### src/design/bcdclk_pkg.sv
// Shared types, action codes and digit functions for the BCD alarm clock.
package bcdclk_pkg;

  localparam int DigitCount = 6;
  localparam int TpsWidth   = 32;
  localparam int SnzWidth   = 8;

  typedef enum logic [2:0] {
    ACT_TICK      = 3'd0,
    ACT_SET_TIME  = 3'd1,
    ACT_SET_ALARM = 3'd2,
    ACT_ALARM_EN  = 3'd3,
    ACT_SET_SNZ   = 3'd4
  } action_t;

  // Index 0 is the hour tens digit, index 5 the second units digit.
  typedef logic [0:DigitCount-1][3:0] digits_t;

  typedef struct packed {
    logic [2:0]          action;
    logic [3:0]          hour_tens;
    logic [3:0]          hour_units;
    logic [3:0]          minute_tens;
    logic [3:0]          minute_units;
    logic [3:0]          second_tens;
    logic [3:0]          second_units;
    logic                enable_value;
    logic [SnzWidth-1:0] snooze_seconds;
  } in_item_t;

  typedef struct packed {
    logic [3:0] now_hour_tens;
    logic [3:0] now_hour_units;
    logic [3:0] now_minute_tens;
    logic [3:0] now_minute_units;
    logic [3:0] now_second_tens;
    logic [3:0] now_second_units;
    logic       time_valid;
    logic       alarm_enabled;
    logic       ringing;
    logic       rejected;
  } out_item_t;

  function automatic logic digits_ok(digits_t d);
    logic ok;
    ok = 1'b1;
    if (d[0] > 4'd2 || d[1] > 4'd9) ok = 1'b0;
    if (d[0] == 4'd2 && d[1] > 4'd3) ok = 1'b0;
    if (d[2] > 4'd5 || d[3] > 4'd9) ok = 1'b0;
    if (d[4] > 4'd5 || d[5] > 4'd9) ok = 1'b0;
    return ok;
  endfunction

  // Ripple one second through HH:MM:SS, wrapping 23:59:59 to 00:00:00.
  function automatic digits_t sec_advance(digits_t d);
    logic [4:0] t0, t1, t2, t3, t4, t5;
    digits_t    r;
    t0 = {1'b0, d[0]};
    t1 = {1'b0, d[1]};
    t2 = {1'b0, d[2]};
    t3 = {1'b0, d[3]};
    t4 = {1'b0, d[4]};
    t5 = {1'b0, d[5]} + 5'd1;
    if (t5 > 5'd9) begin t5 = '0; t4 = t4 + 5'd1; end
    if (t4 > 5'd5) begin t4 = '0; t3 = t3 + 5'd1; end
    if (t3 > 5'd9) begin t3 = '0; t2 = t2 + 5'd1; end
    if (t2 > 5'd5) begin t2 = '0; t1 = t1 + 5'd1; end
    if (t1 > 5'd9) begin t1 = '0; t0 = t0 + 5'd1; end
    if (t0 >= 5'd2 && t1 >= 5'd4) begin t0 = '0; t1 = '0; end
    r[0] = t0[3:0];
    r[1] = t1[3:0];
    r[2] = t2[3:0];
    r[3] = t3[3:0];
    r[4] = t4[3:0];
    r[5] = t5[3:0];
    return r;
  endfunction

endpackage

### src/design/bcd_clock_with_alarm.sv
// Top level of the 24-hour BCD clock with alarm.
//
//   channel   direction   payload                     handshake
//   in_       input       in_item_t (action, digits)  in_valid / in_ready
//   out_      output      out_item_t (time, flags)    out_valid / out_ready
//   cfg_      input       ticks_per_second, 32 bits   cfg_valid / cfg_ready
//
// One item per cycle while the result is not stalled, through the input register, then
// one pass of decode, 32-bit prescaler increment and compare into the result
// register. Synchronous active-low reset clears time, alarm, prescaler,
// snooze and flags, and sets ticks_per_second to 1. A stalled result holds
// in the result register while the input register still takes one item.
module bcd_clock_with_alarm
  import bcdclk_pkg::*;
(
  input  logic                clk,
  input  logic                rst_n,
  input  logic                in_valid,
  output logic                in_ready,
  input  in_item_t            in_data,
  output logic                out_valid,
  input  logic                out_ready,
  output out_item_t           out_data,
  input  logic                cfg_valid,
  output logic                cfg_ready,
  input  logic [TpsWidth-1:0] cfg_data
);

  logic [TpsWidth-1:0] tps_r;
  logic                s_valid;
  logic                s_take;
  in_item_t            s_item;

  assign cfg_ready = 1'b1;

  always_ff @(posedge clk) begin
    if (!rst_n) begin
      tps_r <= TpsWidth'(1);
    end else if (cfg_valid && cfg_ready) begin
      tps_r <= cfg_data;
    end
  end

  bcdclk_in_reg u_in_reg (
    .clk      (clk),
    .rst_n    (rst_n),
    .in_valid (in_valid),
    .in_ready (in_ready),
    .in_data  (in_data),
    .s_valid  (s_valid),
    .s_take   (s_take),
    .s_item   (s_item)
  );

  bcdclk_core u_core (
    .clk       (clk),
    .rst_n     (rst_n),
    .s_valid   (s_valid),
    .s_take    (s_take),
    .s_item    (s_item),
    .tps       (tps_r),
    .out_valid (out_valid),
    .out_ready (out_ready),
    .out_data  (out_data)
  );

endmodule

### src/design/bcdclk_in_reg.sv
// Input register stage holding one accepted item for the clock core.
module bcdclk_in_reg
  import bcdclk_pkg::*;
(
  input  logic     clk,
  input  logic     rst_n,
  input  logic     in_valid,
  output logic     in_ready,
  input  in_item_t in_data,
  output logic     s_valid,
  input  logic     s_take,
  output in_item_t s_item
);

  logic     valid_r, valid_nxt;
  in_item_t item_r;

  // Refill in the same cycle the core takes the held item.
  assign in_ready  = !valid_r || s_take;
  assign valid_nxt = in_ready ? in_valid : valid_r;

  always_ff @(posedge clk) begin
    if (!rst_n) begin
      valid_r <= 1'b0;
    end else begin
      valid_r <= valid_nxt;
    end
  end

  always_ff @(posedge clk) begin
    if (in_valid && in_ready) begin
      item_r <= in_data;
    end
  end

  assign s_valid = valid_r;
  assign s_item  = item_r;

endmodule

### src/design/bcdclk_core.sv
// Clock state, item decode and result register of the BCD alarm clock.
module bcdclk_core
  import bcdclk_pkg::*;
(
  input  logic                clk,
  input  logic                rst_n,
  input  logic                s_valid,
  output logic                s_take,
  input  in_item_t            s_item,
  input  logic [TpsWidth-1:0] tps,
  output logic                out_valid,
  input  logic                out_ready,
  output out_item_t           out_data
);

  digits_t             time_r, time_nxt;
  digits_t             alarm_r, alarm_nxt;
  logic [TpsWidth-1:0] pre_r, pre_nxt, pre_inc;
  logic [SnzWidth-1:0] snz_r, snz_nxt;
  logic                tset_r, tset_nxt;
  logic                aon_r, aon_nxt;
  logic                hit_r, hit_nxt;
  logic                rej;
  digits_t             in_dig;
  digits_t             adv;
  logic                oval_r, oval_nxt;
  out_item_t           out_r, out_nxt;

  assign s_take  = s_valid && (!oval_r || out_ready);
  assign pre_inc = pre_r + 1'b1;
  assign adv     = sec_advance(time_r);
  assign in_dig  = {s_item.hour_tens, s_item.hour_units, s_item.minute_tens,
                    s_item.minute_units, s_item.second_tens, s_item.second_units};

  always_comb begin
    time_nxt  = time_r;
    alarm_nxt = alarm_r;
    pre_nxt   = pre_r;
    snz_nxt   = snz_r;
    tset_nxt  = tset_r;
    aon_nxt   = aon_r;
    hit_nxt   = hit_r;
    rej       = 1'b0;
    case (action_t'(s_item.action))
      ACT_TICK: begin
        if (pre_inc == tps) begin
          time_nxt = adv;
          pre_nxt  = '0;
          tset_nxt = 1'b1;
          if (snz_r != '0) snz_nxt = snz_r - 1'b1;
          if (aon_r && adv == alarm_r) hit_nxt = 1'b1;
        end else begin
          pre_nxt = pre_inc;
        end
      end
      ACT_SET_TIME: begin
        if (digits_ok(in_dig)) begin
          time_nxt = in_dig;
          tset_nxt = 1'b1;
        end else begin
          rej = 1'b1;
        end
      end
      ACT_SET_ALARM: begin
        if (digits_ok(in_dig)) begin
          alarm_nxt = in_dig;
          aon_nxt   = 1'b1;
        end else begin
          rej = 1'b1;
        end
      end
      ACT_ALARM_EN: aon_nxt = s_item.enable_value;
      ACT_SET_SNZ:  snz_nxt = s_item.snooze_seconds;
      default: ;
    endcase
  end

  always_comb begin
    out_nxt.now_hour_tens    = time_nxt[0];
    out_nxt.now_hour_units   = time_nxt[1];
    out_nxt.now_minute_tens  = time_nxt[2];
    out_nxt.now_minute_units = time_nxt[3];
    out_nxt.now_second_tens  = time_nxt[4];
    out_nxt.now_second_units = time_nxt[5];
    out_nxt.time_valid       = tset_nxt;
    out_nxt.alarm_enabled    = aon_nxt;
    out_nxt.ringing          = hit_nxt && (snz_nxt == '0) && aon_nxt;
    out_nxt.rejected         = rej;
  end

  assign oval_nxt = s_take || (oval_r && !out_ready);

  always_ff @(posedge clk) begin
    if (!rst_n) begin
      time_r  <= '0;
      alarm_r <= '0;
      pre_r   <= '0;
      snz_r   <= '0;
      tset_r  <= 1'b0;
      aon_r   <= 1'b0;
      hit_r   <= 1'b0;
      oval_r  <= 1'b0;
    end else begin
      oval_r <= oval_nxt;
      if (s_take) begin
        time_r  <= time_nxt;
        alarm_r <= alarm_nxt;
        pre_r   <= pre_nxt;
        snz_r   <= snz_nxt;
        tset_r  <= tset_nxt;
        aon_r   <= aon_nxt;
        hit_r   <= hit_nxt;
      end
    end
  end

  always_ff @(posedge clk) begin
    if (s_take) begin
      out_r <= out_nxt;
    end
  end

  assign out_valid = oval_r;
  assign out_data  = out_r;

endmodule

### config.mk
export PLATFORM = sky130hd
export DESIGN_NAME = bcd_clock_with_alarm
export DESIGN_NICKNAME = d
export VERILOG_FILES = /design/src/design/bcdclk_pkg.sv /design/src/design/bcd_clock_with_alarm.sv /design/src/design/bcdclk_in_reg.sv /design/src/design/bcdclk_core.sv
export SDC_FILE = /design/constraint.sdc
export NUM_CORES = 1
export LEC_CHECK = 0
export BUFFER_PORTS_ARGS = -buffer_cell sky130_fd_sc_hd__buf_4
export CAP_MARGIN = 40
export CORE_UTILIZATION = 60
export DETAILED_ROUTE_END_ITERATION = 7
export PLACE_DENSITY = 0.81
export REMOVE_ABC_BUFFERS = 1
export SLEW_MARGIN = 30
export SYNTH_ARGS = -nofsm -noshare
export SYNTH_HDL_FRONTEND = slang
export SYNTH_SLANG_ARGS = --single-unit
### constraint.sdc
create_clock -name clk -period 6.3 [get_ports clk]
set_input_delay 0.63 -clock clk [delete_from_list [all_inputs] [get_ports clk]]
set_output_delay 0.63 -clock clk [all_outputs]
set_load 0.005 [all_outputs]
==> out/qor.txt <==
result of the run = complete, no violations
number of cells traversed by the worst hold path = 1
number of sinks handled by clock tree synthesis = 189
unrepaired setup endpoints after global routing = no
number of H-tree levels = 4
mean routed wirelength per cell = 18.7 um
number of setup violations in the final report = 0
CP max FO = 19
Final Hold Viols = 0
number of cells on the worst reg-to-reg path = 17
final worst path period share = 0.834
count of unresolved DRC violations after routing = 0
worst flop-to-flop path startpoint = u_core.time_r[0]
grt ovf = 0
startpoint-to-endpoint class of the critical path = flip-flop to flip-flop
library cell used as clock root buffer = sky130_fd_sc_hd__clkbuf_16
kind of end point of the critical path = flip-flop
Area growth syn-to-layout = 12.3%
Max Fclk = 0.190 GHz
min cycle time layout = 5.25 ns
violation count after the first detailed-routing iteration = 1060
Max Clock Skew = 0.0110 ns
diode count = 0
number of global-route vias before repair = 8887
Site Rows = 49
Yosys reg bits = 189
met3 track demand over resource = 0.0648
clock tree from TritonCTS = built
weighted congestion at the end of routability-driven global placement = 0.950
class of the worst hold path = input port to flip-flop
share of layout cells above drive strength 1 = 0.146
worst endpoint data arrival time = 5.49 ns
total of warnings raised by yosys = 0
effective utilization at floorplan = 0.613
layout net count = 1360
largest vdd supply drop = 0.000286 V
most crowded layer after global routing = met2
height of the die = 138 um
pin slew with the least headroom to its limit = 0.799 ns
Placed Area = 11800 um^2
critical path data required time = 6.54 ns
number of instances in the synthesized netlist = 1230
maximum capacitance violations = 0
summed instance area of the synthesized netlist = 11000 um^2
post-synthesis sequential area ratio = 0.400
worst reg2reg setup slack = 1.05 ns
number of setup buffers added after CTS = 0
largest cells by area after synthesis = sky130_fd_sc_hd__dfxtp_1, sky130_fd_sc_hd__edfxtp_1, sky130_fd_sc_hd__mux2i_1
deepest clock path buffer count = 2
launch point of the critical path = u_core.time_r[0]
Core Area = 18000 um^2
total iterations of the first detailed-routing run = 5
met2 Track Usage GR = 0.491
vias per cell = 6.25
remaining number of nets flagged by the antenna check after routing = 0
mean post-synth cell area = 8.98 um^2
global-route usage over all layers = 0.311
share of Yosys cell area claimed by the top area cell type = 0.227
start point of the worst min-delay path = in_data[28]
kind of start point of the critical path = flip-flop
global-route wire length before repair = 45800 um
Post-synth EDFFs = 64
count of hold-fix buffers inserted at cts = 0
met1 Use GR = 0.422
area enclosed by the die boundary = 19000 um^2
terminus of the critical flop-to-flop path = u_core.out_data[1]
total negative setup slack = 0 ns
relative max-transition margin = 0.467
chip width = 138 um
final count of pins violating max slew = 0
final instance area = 12400 um^2
antenna violations before repair = 0
Most used DFF post-synth = sky130_fd_sc_hd__dfxtp_1
share of synthesized registers carrying an async set or reset = 0
total CTS buffers = 17
clock latency on the worst-skew pair = 0.44 ns
largest net degree at the start of global routing = 93
cell type with the largest total area after synthesis = sky130_fd_sc_hd__dfxtp_1
cell leakage power = 4.48 nW
total wire length = 28400 um
number of library cell types mapped by synthesis = 93
cts repair resizes = 0
hpwl dp = 20000 um
count of pins on the block boundary = 104
pwr dens = 215 nW/um^2
I/O Buffers = 102
clock transition time at the flip-flop clock pins of the worst setup and hold paths = 0.07 ns
worst-case hold path end point = u_in_reg.s_item[28]
detailed-route via count = 9489
==> placed cells by master, fill, tap and decap left out, drive strengths merged, types with 19 or more instances in the layout <==
cell / Yosys / final
edfxtp: 64 / 64
mux2i: 68 / 68
nor2: 94 / 94
clkbuf: 64 / 21
xor2: 29 / 29
o21ai: 84 / 84
nand3: 54 / 54
a21boi: 40 / 40
nor2b: 60 / 60
nand4: 21 / 21
or3: 19 / 19
nand2: 98 / 98
dfxtp: 125 / 125
inv: 24 / 29
buf: 19 / 110
xnor2: 46 / 46
nor3: 38 / 38
a21oi: 34 / 34
and3: 19 / 19
==> cell families after synthesis <==
group / after synthesis / synth area share
XOR/XNOR: 75 / 0.0618
AO/OA/AOI/OAI: 275 / 0.176
multiplexers: 70 / 0.0648
AND/OR/NAND/NOR: 503 / 0.245
other: 1 / 0.000339
buffers and inverters: 107 / 0.0401
adder cells (fa/ha/maj): 10 / 0.0113
flip-flops: 189 / 0.400
==> cells in the mapped netlist, drive strengths merged (10+ instances only) <==
cell	n
clkbuf	64
o21a	11
a21oi	34
nor2b	60
nand2	98
nor3b	17
buf	19
nand2b	17
xor2	29
o211a	11
o21ai	84
inv	24
nand3	54
and3	19
nor3	38
dfxtp	125
or4	14
nand4	21
a21boi	40
xnor2	46
a22oi	10
and2	13
or3	19
nor2	94
o211ai	10
ha	10
nor4	10
mux2i	68
edfxtp	64
==> worst max-delay path: stages, from the launching register on <==
cell	delay, ns
sky130_fd_sc_hd__dfxtp_1	0.45
sky130_fd_sc_hd__inv_1	0.13
sky130_fd_sc_hd__ha_1	0.42
sky130_fd_sc_hd__nor2b_4	0.06
sky130_fd_sc_hd__o21ai_2	0.30
sky130_fd_sc_hd__o221ai_2	0.21
sky130_fd_sc_hd__a22o_4	0.27
sky130_fd_sc_hd__nand2_1	0.35
sky130_fd_sc_hd__mux2_2	0.38
sky130_fd_sc_hd__o21ai_1	0.07
sky130_fd_sc_hd__buf_4	0.28
sky130_fd_sc_hd__mux2i_4	0.35
sky130_fd_sc_hd__mux2i_1	0.49
sky130_fd_sc_hd__a21oi_4	0.10
sky130_fd_sc_hd__a32o_1	0.31
sky130_fd_sc_hd__a2111oi_4	0.35
sky130_fd_sc_hd__nand3b_1	0.14
sky130_fd_sc_hd__a2111oi_2	0.39
==> how the worst max path moves through the flow <==
| stage | endpoint | slack, ns | depth (start not counted) |
|---|---|---|---|
| 2_1_floorplan | u_core.out_data[1] | 1.13 | 16 |
| 3_5_place_dp | u_core.out_data[1] | 1.12 | 17 |
| 6_report | u_core.out_data[1] | 1.05 | 17 |
| 3_3_place_gp | u_core.out_data[1] | 1.25 | 17 |
| 4_1_cts | u_core.out_data[1] | 1.10 | 17 |
| 5_1_grt | u_core.out_data[1] | 0.73 | 17 |
==> per-stage QoR <==
step                setup WS, ns  utilization  std cells  hold slack (ns)  power [mW]
floorplan                   1.13            -       1147            0.432        1.53
global placement            1.25        0.655       1485            0.443        1.65
detailed placement          1.12        0.657       1487            0.452        1.65
CTS                         1.10        0.688       1519            0.353        2.67
global route               0.730        0.688       1519            0.340        2.76
finish                      1.05        0.688       1519            0.363        2.67
==> sequential cells by signal (all words and copies together), names as in the netlist, 8 cells and up <==
register,count
tps_r,32
u_core.alarm_r,24
u_core.out_data,28
u_core.pre_r,32
u_core.snz_r,8
u_core.time_r,24
u_in_reg.s_item,36
==> report_power, final <==
part	switching [mW]	total, mW	internal [mW]
Sequential	0.0455	1.35	1.31
Combinational	0.144	0.278	0.134
Clock	0.492	1.04	0.545
==> per-layer routing <==
metal | vias up | part of all wire
li1 | 4560 | -
met1 | 4478 | 0.45
met2 | 394 | 0.46
met3 | 57 | 0.072
met4 | 0 | 0.022
met5 | - | 0
==> cell type report <==
| cell class | count | area, um^2 |
|---|---|---|
| fillers | 1453 | 5620 |
| clock inverters | 11 | 82.6 |
| inverters | 24 | 90.1 |
| repair buffers | 111 | 850 |
| well taps | 229 | 287 |
| clock buffers | 21 | 472 |
| multi-input cells | 934 | 6200 |
| flip-flops and latches | 189 | 4420 |
Note: power is estimated with default switching activity, not from simulation.
